==> src/sv/irkrf_pkg.sv <==
package irkrf_pkg;

    localparam int TIME_BITS_DEF = 16;
    localparam int CFG_W         = 16;
    localparam int CFG_ADDR_W    = 2;
    localparam int SIL_W         = 9;
    localparam int Q_DEPTH       = 4;

    localparam logic [7:0]       MAGIC_PROTOCOL = 8'hFF;
    localparam logic [SIL_W-1:0] SILENCE_MAX    = 9'd511;

    localparam logic [CFG_W-1:0] REPEAT_DELAY_RST = 16'd300;
    localparam logic [CFG_W-1:0] REPEAT_GAP_RST   = 16'd100;

    localparam logic [CFG_ADDR_W-1:0] CFG_REPEAT_DELAY = 2'd0;
    localparam logic [CFG_ADDR_W-1:0] CFG_REPEAT_GAP   = 2'd1;

    localparam logic REQ_TICK   = 1'b0;
    localparam logic REQ_REPORT = 1'b1;

    localparam logic [1:0] EV_PRESS   = 2'd0;
    localparam logic [1:0] EV_REPEAT  = 2'd1;
    localparam logic [1:0] EV_RELEASE = 2'd2;

    typedef struct packed {
        logic        req_type;
        logic [7:0]  protocol;
        logic [15:0] address;
        logic [15:0] command;
        logic [7:0]  repeat_count;
        logic [7:0]  release_timeout_ms;
    } in_item_t;

    typedef struct packed {
        logic [1:0]  event_kind;
        logic [7:0]  key_protocol;
        logic [15:0] key_address;
        logic [15:0] key_command;
        logic        last_of_run;
    } out_item_t;

    typedef struct packed {
        logic [7:0]  protocol;
        logic [15:0] address;
        logic [15:0] command;
    } key_t;

    // events that the front hands to the queue together
    typedef struct packed {
        logic [1:0] n;
        out_item_t  ev0;
        out_item_t  ev1;
    } push_t;

    function automatic out_item_t make_event(logic [1:0] kind, key_t key, logic last);
        out_item_t e;
        e.event_kind   = kind;
        e.key_protocol = key.protocol;
        e.key_address  = key.address;
        e.key_command  = key.command;
        e.last_of_run  = last;
        return e;
    endfunction

endpackage

==> src/sv/ir_key_repeat_release_filter_top.sv <==
// IR key repeat/release filter. Takes decoded key reports and 1 ms ticks on the
// s_ channel and sends press, repeat and release events on the m_ channel; a new
// press after a repeating key gives a release then a press, flagged by
// last_of_run on the second. An item is taken every cycle while the four-entry
// event queue has two free slots, so the front runs at one item per cycle and
// the output register drains one event per cycle while m_ready is high; a report
// that makes two events queues both together. Magic reports and early repeats
// give no event. repeat_delay_ms is cfg register 0, repeat_gap_ms cfg register 1.
module ir_key_repeat_release_filter_top #(
    parameter int TIME_BITS = irkrf_pkg::TIME_BITS_DEF
) (
    input  logic                             aclk,
    input  logic                             aresetn,
    input  logic                             cfg_wr_en,
    input  logic [irkrf_pkg::CFG_ADDR_W-1:0] cfg_addr,
    input  logic [irkrf_pkg::CFG_W-1:0]      cfg_wdata,
    input  logic                             s_valid,
    output logic                             s_ready,
    input  irkrf_pkg::in_item_t              s_data,
    output logic                             m_valid,
    input  logic                             m_ready,
    output irkrf_pkg::out_item_t             m_data
);
    import irkrf_pkg::*;

    push_t     push;
    logic      q_room, q_empty, pop;
    out_item_t q_head;

    irkrf_front #(.TIME_BITS(TIME_BITS)) u_front (
        .aclk      (aclk),
        .aresetn   (aresetn),
        .cfg_wr_en (cfg_wr_en),
        .cfg_addr  (cfg_addr),
        .cfg_wdata (cfg_wdata),
        .s_valid   (s_valid),
        .s_ready   (s_ready),
        .s_data    (s_data),
        .q_room    (q_room),
        .push      (push)
    );

    irkrf_queue u_queue (
        .aclk    (aclk),
        .aresetn (aresetn),
        .push    (push),
        .pop     (pop),
        .empty   (q_empty),
        .room    (q_room),
        .head    (q_head)
    );

    irkrf_back u_back (
        .aclk    (aclk),
        .aresetn (aresetn),
        .q_empty (q_empty),
        .q_head  (q_head),
        .pop     (pop),
        .m_valid (m_valid),
        .m_ready (m_ready),
        .m_data  (m_data)
    );

endmodule

==> src/sv/irkrf_front.sv <==
module irkrf_front #(
    parameter int TIME_BITS = irkrf_pkg::TIME_BITS_DEF
) (
    input  logic                             aclk,
    input  logic                             aresetn,
    input  logic                             cfg_wr_en,
    input  logic [irkrf_pkg::CFG_ADDR_W-1:0] cfg_addr,
    input  logic [irkrf_pkg::CFG_W-1:0]      cfg_wdata,
    input  logic                             s_valid,
    output logic                             s_ready,
    input  irkrf_pkg::in_item_t              s_data,
    input  logic                             q_room,
    output irkrf_pkg::push_t                 push
);
    import irkrf_pkg::*;

    localparam int CMP_W = (TIME_BITS > CFG_W) ? TIME_BITS : CFG_W;
    localparam logic [TIME_BITS-1:0] TIME_MAX = '1;

    logic [CFG_W-1:0]     delay_reg, gap_reg;
    logic [TIME_BITS-1:0] since_first_reg, since_first_next;
    logic [TIME_BITS-1:0] since_sent_reg, since_sent_next;
    logic [SIL_W-1:0]     silence_reg, silence_next;
    logic [7:0]           tout_reg, tout_next;
    logic                 armed_reg, armed_next;
    logic                 repeating_reg, repeating_next;
    logic                 pending_reg, pending_next;
    key_t                 held_reg, held_next;

    logic       accept;
    key_t       key;
    logic [SIL_W-1:0] sil_inc;
    logic       too_early;

    assign s_ready = q_room;
    assign accept  = s_valid && s_ready;

    always_comb begin
        key.protocol = s_data.protocol;
        key.address  = s_data.address;
        key.command  = s_data.command;
        sil_inc      = (silence_reg == SILENCE_MAX) ? silence_reg : silence_reg + 9'd1;
        too_early    = (CMP_W'(since_first_reg) < CMP_W'(delay_reg))
                    || (CMP_W'(since_sent_reg) < CMP_W'(gap_reg));

        since_first_next = since_first_reg;
        since_sent_next  = since_sent_reg;
        silence_next     = silence_reg;
        tout_next        = tout_reg;
        armed_next       = armed_reg;
        repeating_next   = repeating_reg;
        pending_next     = pending_reg;
        held_next        = held_reg;
        push             = '0;

        if (accept) begin
            if (s_data.req_type == REQ_TICK) begin
                since_first_next = (since_first_reg == TIME_MAX) ? since_first_reg
                                                                 : since_first_reg + 1'b1;
                since_sent_next  = (since_sent_reg == TIME_MAX) ? since_sent_reg
                                                                : since_sent_reg + 1'b1;
                silence_next     = sil_inc;
                if (armed_reg && (sil_inc >= {1'b0, tout_reg})) begin
                    if (pending_reg && repeating_reg) begin
                        push.n   = 2'd1;
                        push.ev0 = make_event(EV_RELEASE, held_reg, 1'b1);
                    end
                    pending_next   = 1'b0;
                    repeating_next = 1'b0;
                    held_next      = '0;
                    armed_next     = 1'b0;
                end
            end else if (s_data.protocol != MAGIC_PROTOCOL) begin
                tout_next    = s_data.release_timeout_ms;
                armed_next   = 1'b1;
                silence_next = '0;
                if (s_data.repeat_count == 8'd0) begin
                    held_next        = key;
                    repeating_next   = 1'b0;
                    since_first_next = '0;
                    since_sent_next  = '0;
                    pending_next     = 1'b1;
                    if (repeating_reg) begin
                        // release of the old key goes ahead of the new press
                        push.n   = 2'd2;
                        push.ev0 = make_event(EV_RELEASE, held_reg, 1'b0);
                        push.ev1 = make_event(EV_PRESS, key, 1'b1);
                    end else begin
                        push.n   = 2'd1;
                        push.ev0 = make_event(EV_PRESS, key, 1'b1);
                    end
                end else if (!too_early) begin
                    repeating_next  = 1'b1;
                    since_sent_next = '0;
                    pending_next    = 1'b1;
                    push.n          = 2'd1;
                    push.ev0        = make_event(EV_REPEAT, key, 1'b1);
                end
            end
        end
    end

    always_ff @(posedge aclk) begin
        if (!aresetn) begin
            delay_reg       <= REPEAT_DELAY_RST;
            gap_reg         <= REPEAT_GAP_RST;
            since_first_reg <= '0;
            since_sent_reg  <= TIME_MAX;
            silence_reg     <= '0;
            tout_reg        <= '0;
            armed_reg       <= 1'b0;
            repeating_reg   <= 1'b0;
            pending_reg     <= 1'b0;
            held_reg        <= '0;
        end else begin
            since_first_reg <= since_first_next;
            since_sent_reg  <= since_sent_next;
            silence_reg     <= silence_next;
            tout_reg        <= tout_next;
            armed_reg       <= armed_next;
            repeating_reg   <= repeating_next;
            pending_reg     <= pending_next;
            held_reg        <= held_next;
            if (cfg_wr_en) begin
                case (cfg_addr)
                    CFG_REPEAT_DELAY: delay_reg <= cfg_wdata;
                    CFG_REPEAT_GAP:   gap_reg   <= cfg_wdata;
                    default: ;
                endcase
            end
        end
    end

endmodule

==> src/sv/irkrf_queue.sv <==
module irkrf_queue (
    input  logic                 aclk,
    input  logic                 aresetn,
    input  irkrf_pkg::push_t     push,
    input  logic                 pop,
    output logic                 empty,
    output logic                 room,
    output irkrf_pkg::out_item_t head
);
    import irkrf_pkg::*;

    localparam int PTR_W = $clog2(Q_DEPTH);
    localparam logic [PTR_W:0] ROOM_MAX = (PTR_W + 1)'(Q_DEPTH - 2);

    out_item_t        mem [Q_DEPTH];
    logic [PTR_W-1:0] wr_ptr_reg, rd_ptr_reg, wr_ptr_next, rd_ptr_next;
    logic [PTR_W:0]   count_reg, count_next;
    logic [PTR_W-1:0] wr_ptr_p1;

    assign empty     = (count_reg == '0);
    assign room      = (count_reg <= ROOM_MAX);
    assign head      = mem[rd_ptr_reg];
    assign wr_ptr_p1 = wr_ptr_reg + 1'b1;

    always_comb begin
        wr_ptr_next = wr_ptr_reg + PTR_W'(push.n);
        rd_ptr_next = pop ? rd_ptr_reg + 1'b1 : rd_ptr_reg;
        count_next  = count_reg + (PTR_W + 1)'(push.n) - (PTR_W + 1)'(pop);
    end

    always_ff @(posedge aclk) begin
        if (push.n != 2'd0) begin
            mem[wr_ptr_reg] <= push.ev0;
        end
        if (push.n == 2'd2) begin
            mem[wr_ptr_p1] <= push.ev1;
        end
    end

    always_ff @(posedge aclk) begin
        if (!aresetn) begin
            wr_ptr_reg <= '0;
            rd_ptr_reg <= '0;
            count_reg  <= '0;
        end else begin
            wr_ptr_reg <= wr_ptr_next;
            rd_ptr_reg <= rd_ptr_next;
            count_reg  <= count_next;
        end
    end

endmodule

==> src/sv/irkrf_back.sv <==
module irkrf_back (
    input  logic                 aclk,
    input  logic                 aresetn,
    input  logic                 q_empty,
    input  irkrf_pkg::out_item_t q_head,
    output logic                 pop,
    output logic                 m_valid,
    input  logic                 m_ready,
    output irkrf_pkg::out_item_t m_data
);
    import irkrf_pkg::*;

    logic      m_valid_reg, m_valid_next;
    out_item_t m_data_reg;

    // refill the output register from a non-empty queue whenever it is empty or being taken
    assign pop          = !q_empty && (!m_valid_reg || m_ready);
    assign m_valid_next = pop ? 1'b1 : (m_valid_reg && !m_ready);
    assign m_valid      = m_valid_reg;
    assign m_data       = m_data_reg;

    always_ff @(posedge aclk) begin
        if (!aresetn) begin
            m_valid_reg <= 1'b0;
        end else begin
            m_valid_reg <= m_valid_next;
        end
    end

    always_ff @(posedge aclk) begin
        if (pop) begin
            m_data_reg <= q_head;
        end
    end

endmodule

==> config.mk <==
export PLATFORM = sky130hd
export DESIGN_NAME = ir_key_repeat_release_filter_top
export DESIGN_NICKNAME = d
export VERILOG_FILES = /design/src/sv/irkrf_pkg.sv /design/src/sv/ir_key_repeat_release_filter_top.sv /design/src/sv/irkrf_front.sv /design/src/sv/irkrf_queue.sv /design/src/sv/irkrf_back.sv
export SDC_FILE = /design/constraint.sdc
export NUM_CORES = 1
export LEC_CHECK = 0
export BUFFER_PORTS_ARGS = -buffer_cell sky130_fd_sc_hd__buf_2
export CORE_AREA = 2 2 219 221
export CTS_CLUSTER_DIAMETER = 100
export DETAILED_ROUTE_END_ITERATION = 6
export DIE_AREA = 0 0 221 223
export GPL_TIMING_DRIVEN = 0
export PLACE_DENSITY = 0.55
export SLEW_MARGIN = 20
export SYNTH_ARGS = -nofsm -noshare
export SYNTH_HDL_FRONTEND = slang
export SYNTH_SLANG_ARGS = --single-unit
==> constraint.sdc <==
create_clock -name aclk -period 10.5 [get_ports aclk]
set_clock_uncertainty 0.1 [all_clocks]
set_input_delay 2.1 -clock aclk [delete_from_list [all_inputs] [get_ports aclk]]
set_output_delay 2.1 -clock aclk [all_outputs]
set_load 0.03 [all_outputs]
---- Yosys cells after proc, flatten, opt, wreduce, memory -nomap -nowiden ----
Memory sizes are Yosys's and may differ from the RTL's. A register that Yosys moved wholly into a read port is not among the register bits.
Cells that the tools add are included.
storage, ports and cells
  bits in read-only memories .............. 0
  output and inout port bits .............. 45
  flip-flop bits (word level) ............. 132
  RAM bits ................................ 172
  bits in latches ......................... 0
  bits of input ports ..................... 80
  memories ................................ 1
memories
  name         depth  width  rd ports  clocked after memory_dff  write ports  RTL line           source
  u_queue.mem  4      43     1         1                         2            irkrf_queue.sv:15  out_item_t mem [Q_DEPTH];
operators by class
  mux-type cells .......................... 42
  magnitude comparators ................... 4
  $mul .................................... 0
  bitwise operators ....................... 0
  reduce and logical (&&, ||, !) cells .... 24
  $add $sub $neg .......................... 8
  shifts and indexed selects .............. 0
  divide/modulo/power cells ............... 0
  equal/unequal tests ..................... 11
operators with widths
  cell                                                              count
  45-bit 2-to-1 mux                                                 4
  88-bit 2-to-1 mux                                                 2
  40-bit 2-to-1 mux                                                 4
  16-bit 2-to-1 mux                                                 9
  44-bit 2-to-1 mux                                                 2
  41-bit 2-to-1 mux                                                 2
  43-bit 2-to-1 mux                                                 1
  16-bit by 1-bit adder with 16-bit output (second input constant)  2
  16-bit == test (second input constant)                            2
  16-bit less-than comparator                                       2
  9-bit 2-to-1 mux                                                  3
  4-bit AND reduction                                               4
  1-bit 2-to-1 mux                                                  15
  9-bit by 1-bit adder with 9-bit output (second input constant)    1
  9-bit == test (second input constant)                             1
  9-bit by 8-bit greater-or-equal comparator with 1-bit output      1
  8-bit zero test                                                   1
  8-bit != test (second input constant)                             1
  2-bit AND reduction                                               3
  3-bit AND reduction                                               2
  1-bit logical AND                                                 5
  2-bit by 1-bit adder with 2-bit output (second input constant)    2
  2-bit by 1-bit != test with 1-bit output (second input constant)  2
  2-bit != test (second input constant)                             2
  12 further kinds                                                  16

---- Longest topological paths before layout ----
Gate-level depths: netlist of the first run.
  word-level depth ........................ 10
  mapped depth ............................ 18
  gate-level depth less buffers ........... 16

---- Modules after synthesis ----
From an unflattened synthesis of the first run, not the netlist that was laid out.
second synthesis, totals
  cell total of the unflattened synthesis .. 1573
  area total of the unflattened synthesis .. 18037.3 µm²
modules (own cells, without submodules)
  module       times used  cells each  area each (µm²)  sequential area each (µm²)
  irkrf_queue  1           464         8819.7           5345.1
  irkrf_front  1           1062        7882.6           2482.4
  irkrf_back   1           47          1335.0           1311.3

---- Worst setup path after synthesis of the first run ----
No wires, ideal clock.
  path kind ............................... input to register
  start ................................... input m_ready
  end ..................................... register u_queue.count_reg[1]
  data required time ...................... 10.285 ns
  path buffers ............................ 0
  slack ................................... 4.598 ns
  arrival time ............................ 5.687 ns
  cell stages on the path ................. 7
  library setup time ...................... 0.115 ns
  cell sequence ........................... inv_1 > a21oi_1 > ha_1 > inv_1 > ha_1 > fa_1 > and2_1
on the way
  cells in the longest elaborated chain, start to end .. 3
RTL lines
  element                                      RTL line                                source
  start: declaration                           ir_key_repeat_release_filter_top.sv:21  input logic m_ready,
  1-bit logical OR                             irkrf_back.sv:17                        assign pop = !q_empty && (!m_valid_reg || m_ready);
  1-bit logical AND                            irkrf_back.sv:17
  via pop                                      ir_key_repeat_release_filter_top.sv:27  logic q_room, q_empty, pop;
  3-bit by 1-bit subtractor with 3-bit output  irkrf_queue.sv:28                       count_next = count_reg + (PTR_W + 1)'(push.n) - (PTR_W + 1)'(pop);
  via u_queue.count_next[1]                    irkrf_queue.sv:17                       logic [PTR_W:0] count_reg, count_next;
  end signal: assignment                       irkrf_queue.sv:48                       count_reg <= count_next;
  end: declaration                             irkrf_queue.sv:17
The timed path passes the listed nets, and every way through them passes these cells.
A chain may end at the register's enable or synchronous reset.

==> flow_summary.ini, run 1 <==
[clock_network]
cts_buffers = 40
hold_buffers = 0
clock_tree.root_cell = clkbuf_16
tritoncts = built
cts_sinks = 347
clockBufferDepth = 3
h-tree-depth = 2
cts_resized = 0
post_cts_buffers = 0
clk_latency_ns = 0.57
clkTransAtPathRegs_ns = 0.05

[floorplanning]
die-height_um = 223
core.rowCount = 80
coreArea_mm2 = 0.0471
die_w_um = 221
start_util = 0.343
ios = 125
dieArea_mm2 = 0.0493

[placement]
pre_cts_slack_ns = 5.03
dpl_cell_area_mm2 = 0.0177
place_hpwl_um = 33300
gp_congestion = 0.834
io_buffers = 122

[critical_path]
cp.arrival_ns = 5.10
critPathRequiredTime_ns = 10.63
critical_path_class = in2reg
worst-path-max-fanout = 26
end_kind = flip-flop
worst_setup_path_start_kind = input pin

[sta]
setup_tns_ns = 0
tightest_slew_ns = 1.02
hold_viol_final = 0
fin_crit_sh = 0.473
worst_slack_ns = 5.53
period_needed_ns = 4.97
slew_violations = 0
slew_headroom = 0.320
finalSetupViolations = 0
fmax_ghz = 0.201
rsz0062_at_grt = false

[synth]
ys_ff_latch = 347
syn-num-nets = 1565
yosysTopAreaCell = edfxtp_1
synth.top_cell.area_share = 0.384
synthTopCellsByArea = edfxtp_1, dfxtp_1, mux4_2
ys.flop_type = edfxtp_1
ys_top_cells_by_count = edfxtp_1, nand2_1, dfxtp_1, nand3_1, o22ai_1
synth.cell_area_mm2 = 0.0162
ys_warn_count = 0
ys_seq_area_frac = 0.557
syn_inst = 1439
synth_edf_count = 207
syn_area_per_cell_um2 = 11.2
async_reset_ff_frac = 0
synthDistinctLibCells = 74
yosysMostFrequentCell = edfxtp_1

[flow_run]
maxCapViolations = 0

[global_route]
grt_overflow = 0
met3_usage = 0.0313
antenna_found_initial = 7
grt_max_degree = 42
grt-busiest-layer = met2
grt.met2_usage = 0.315
grt_util_met1 = 0.262
grt_pass1_vias = 12700
track_usage = 0.195
grt_pass1_wl_um = 74600

[worst_hold_path]
min_path_type = reg2reg

[finish]
largest_register_ffs = 172
nets = 1733
multiInputGateArea_mm2 = 0.00646
syn2layout_area_growth_pct = 17.2
drive_above_1_share = 0.184
area.sequential_mm2 = 0.00902
nFillCells = 4526
final_area_mm2 = 0.0190

[detailed_routing]
post_drt_wl_per_cell_um = 21.7
route.detailed.drc = 0
first_pass_iters = 6
ant_nets = 0
wirelength_um = 48900
drt_iter0_drc = 1267
viasPerCell = 5.68
num_vias = 12800

[pwr]
ir_drop_v = 0.000122
p_leak_nw = 6.61
power_density_mw_per_mm2 = 211

[outcome]
outcome = finished clean
final cells by class:
cell class,count,area share
Clock inverter,18,0.00561
Inverter,63,0.0125
Multi-Input combinational cell,918,0.341
Clock buffer,56,0.0608
Buffer,111,0.0264
Antenna cell,3,0.000396
Sequential cell,347,0.476
Timing Repair Buffer,126,0.0372
Tap cell,615,0.0406
cells by family (layout without fill, tap and decap cells):
logic type	after synthesis	in the layout	synth area share
muxes	46	46	0.0618
other	0	3	0
DFF	347	347	0.557
xor gates and xnor gates	26	26	0.0141
AOI/OAI and AO/OA	368	368	0.163
buffers and inverters	174	374	0.0455
adders and majority gates	46	46	0.0360
and+or+nand+nor	432	432	0.122
power by group:
part	internal (W)	leakage (nW)	total, W	switching, W
clock network	0.000770	0.624	0.00135	0.000580
registers	0.00162	3.27	0.00169	0.0000607
logic	0.000339	2.72	0.000958	0.000619
per-layer routing:
| metal | vias up | wire [um] |
|---|---|---|
| met5 | - | 43 |
| met3 | 115 | 3910 |
| met2 | 617 | 23000 |
| met4 | 8 | 1520 |
| met1 | 6235 | 20500 |
| li1 | 5834 | - |
through the flow:
| step | instances | utilization | total power (W) | hold slack, ns |
|---|---|---|---|---|
| finish | 2257 | 0.402 | 0.00399 | 0.355 |
| CTS | 2254 | 0.402 | 0.00403 | 0.356 |
| global placement | 2176 | 0.373 | 0.00265 | 0.347 |
| global route | 2256 | 0.402 | 0.00416 | 0.376 |
| floorplan | 1439 | - | 0.00235 | 0.332 |
| detailed placement | 2180 | 0.375 | 0.00269 | 0.348 |
critical path, stage by stage:
cell and delay, ns:
buf_2 0.10, nor4_2 0.64, nand3_1 0.32, nor2_1 0.35, inv_1 0.18, a21oi_2 0.38, buf_2 0.36, or2_4 0.36
buf_12 0.26
layout by cell type (no fill, tap or decap), drive strengths merged, types with 6 or more instances in the layout:
cell and instances:
ha 45, nor3 9, nand2 202, clkbuf 123, o211ai 13, o21ai 63, and2 6, a22o 8
o22ai 79, nor4 6, nand4 16, xnor2 13, inv 64, buf 170, nand3 100, xor2 13
edfxtp 207, nor2 54, and3 11, a22oi 8, a32o 77, dfxtp 140, mux4 43, a21oi 72
clkinv 15
final timing paths:
kind                           from  cells past startpoint                   to  slack, ns
max                       s_data[9]                      9   u_queue.mem[3][10]       5.53
min             u_front.tout_reg[7]                      2  u_front.tout_reg[7]       0.36
max reg2reg  u_front.silence_reg[0]                     16   u_queue.mem[0][10]       5.70
min reg2reg     u_front.tout_reg[7]                      2  u_front.tout_reg[7]       0.36
Note: power is estimated with default switching activity, not from simulation.
==> run 2, diff against run 1 <==
Settings changed: ABC_AREA set to 1, CORE_AREA 2 2 219 221 to 2 2 229 231, DIE_AREA 0 0 221 223 to 0 0 231 233.
Clock period 10.5 ns to 4.85 ns, I/O delays scaled along.
==> flow_summary.ini, run 2 <==
[detailed_routing]
wirelength_um = 61400
num_vias = 16000
viasPerCell = 5.29
drt_iter0_drc = 1583
post_drt_wl_per_cell_um = 20.3
ant_nets = 0
first_pass_iters = 6
route.detailed.drc = 0

[clock_network]
hold_buffers = 0
post_cts_buffers = 0
clockBufferDepth = 3
cts_sinks = 347
cts_buffers = 42
tritoncts = built
cts_resized = 0
clkTransAtPathRegs_ns = 0.06
h-tree-depth = 2
clk_latency_ns = 0.60
clock_tree.root_cell = clkbuf_16

[sta]
slew_headroom = 0.329
slew_violations = 0
tightest_slew_ns = 0.997
fmax_ghz = 0.227
rsz0062_at_grt = false
fin_crit_sh = 0.909
period_needed_ns = 4.41
finalSetupViolations = 0
hold_viol_final = 0

[floorplanning]
coreArea_mm2 = 0.0511
core.rowCount = 83
die-height_um = 233
ios = 125
dieArea_mm2 = 0.0538
die_w_um = 231
start_util = 0.349

[global_route]
grt_overflow = 0
grt_util_met1 = 0.292
grt-busiest-layer = met2
grt_max_degree = 43
antenna_found_initial = 4
grt.met2_usage = 0.378
track_usage = 0.226
grt_pass1_wl_um = 91800
grt_pass1_vias = 15000
met3_usage = 0.0420

[critical_path]
r2r_slack_ns = 0.44
cp.arrival_ns = 4.46
path_cells = ha_1 > nand2_1 > nor3_4 > nand4_1 > o21ai_0 > ha_1 > nand2_1 > nor2_1 > o21ai_0 > nand3_1 > nand2_1 > nand2_1 > nand2_1 > nand2_2 > nand3_2 > nand2_2 > nand3_4 > nand2_4 > nand2_2 > buf_2 > nand2_4
worst_setup_path_start_kind = flip-flop
end_kind = flip-flop
critPathRequiredTime_ns = 4.90
slowest_delay_ns = 0.45
reg2reg_from = u_front.silence_reg[1]
critical_path_class = reg2reg
worst-path-max-fanout = 41
rr_worst_depth = 21
worst_path_max_delay_cell = nand2_4
critical_path.most_common_cell = nand2_1
worstReg2RegEnd = u_queue.mem[1][9]

[finish]
drive_above_1_share = 0.124
largest_register_ffs = 172
layout_commonest_cell = nand2_1
n_antenna_cell = 0
fin_cells = 3026
syn2layout_area_growth_pct = 16.0
layout_common_cells = nand2_1, o21ai_0, edfxtp_1
nets = 2443

[worst_hold_path]
min_path_type = reg2reg
hold_depth = 2
timing.hold.worst_endpoint = u_front.gap_reg[15]
min_from = u_front.gap_reg[15]

[synth]
ys_seq_area_frac = 0.506
ys_top_cells_by_count = nand2_1, o21ai_0, edfxtp_1, nor2_1, inv_1
synthDistinctLibCells = 49
ys_ff_latch = 347
yosysTopAreaCell = edfxtp_1
synthTopCellsByArea = edfxtp_1, dfxtp_1, nand2_1
ys_warn_count = 0
synth.cell_area_mm2 = 0.0178
synth.top_cell.area_share = 0.349
syn_area_per_cell_um2 = 8.28
ys.flop_type = edfxtp_1
syn-num-nets = 2277
syn_inst = 2151
yosysMostFrequentCell = nand2_1
synth_edf_count = 207
async_reset_ff_frac = 0

[placement]
gp_congestion = 0.901
io_buffers = 120
placed_cells = 2953
place_hpwl_um = 44800

[pwr]
power_density_mw_per_mm2 = 451
ir_drop_v = 0.000278
p_leak_nw = 8.18
power_w = 0.00933

[flow_run]
maxCapViolations = 0

[outcome]
outcome = finished clean
## run 2: layout make-up
cell class,instances,area [um2]
Clock inverter,21,174
Fill cell,5160,30400
Buffer,125,624
Sequential cell,347,9020
Timing Repair Buffer,122,656
Clock buffer,52,1130
Inverter,172,656
Multi-Input combinational cell,1507,7560
Tap cell,680,851
## run 2: worst max path at each step
stage / from / cells past startpoint / endpoint / slack (ns)
2_1_floorplan: m_ready / 8 / u_queue.count_reg[1] / 0.15
3_3_place_gp: m_ready / 9 / u_queue.count_reg[1] / -1.73
3_5_place_dp: u_front.silence_reg[1] / 21 / u_queue.mem[1][5] / 0.53
4_1_cts: u_front.silence_reg[1] / 21 / u_queue.mem[1][9] / 0.49
5_1_grt: u_front.silence_reg[1] / 22 / u_queue.mem[1][8] / 0.19
6_report: u_front.silence_reg[1] / 21 / u_queue.mem[1][9] / 0.44
## run 2: kinds of logic (layout without fill, tap and decap cells)
kind of cell | after synthesis | in the layout | share of synthesized area
and+or+nand+nor | 884 | 884 | 0.207
AOI/OAI and AO/OA | 555 | 555 | 0.172
DFF | 347 | 347 | 0.506
buffers and inverters | 297 | 492 | 0.0718
adders and majority gates | 46 | 46 | 0.0327
xor gates and xnor gates | 22 | 22 | 0.0108
## run 2: power breakdown
group / switching, W / internal (W) / total [W]
Clock: 0.00134 / 0.00172 / 0.00306
Sequential: 0.000142 / 0.00355 / 0.00369
Combinational: 0.00190 / 0.000674 / 0.00258
## run 2: per-stage QoR
stage / utilization / TNS (ns) / cell area, um2 / worst slack (ns) / hold WS [ns]
after floorplan: - / 0 / 17800 / 0.154 / 0.327
after global placement: 0.377 / -131.03 / 19300 / -1.73 / 0.337
after detailed placement: 0.379 / 0 / 19400 / 0.530 / 0.346
after CTS: 0.405 / 0 / 20700 / 0.490 / 0.354
after global routing: 0.405 / 0 / 20700 / 0.188 / 0.379
final: 0.405 / 0 / 20700 / 0.440 / 0.359
## run 2: layer usage
| layer | vias up | wire [um] | part of all wire |
|---|---|---|---|
| li1 | 7671 | - | - |
| met1 | 7513 | 26000 | 0.42 |
| met2 | 692 | 28600 | 0.47 |
| met3 | 132 | 4740 | 0.077 |
| met4 | 8 | 2000 | 0.033 |
| met5 | - | 49 | 0.00080 |
## run 2: worst max-delay path: cells and delay by family (launching register included)
family / cells / cell delay [ns]
fa+ha+maj: 2 / 0.50
buf+inv: 1 / 0.28
flops: 1 / 0.35
compound gates: 2 / 0.48
simple gates: 16 / 2.23
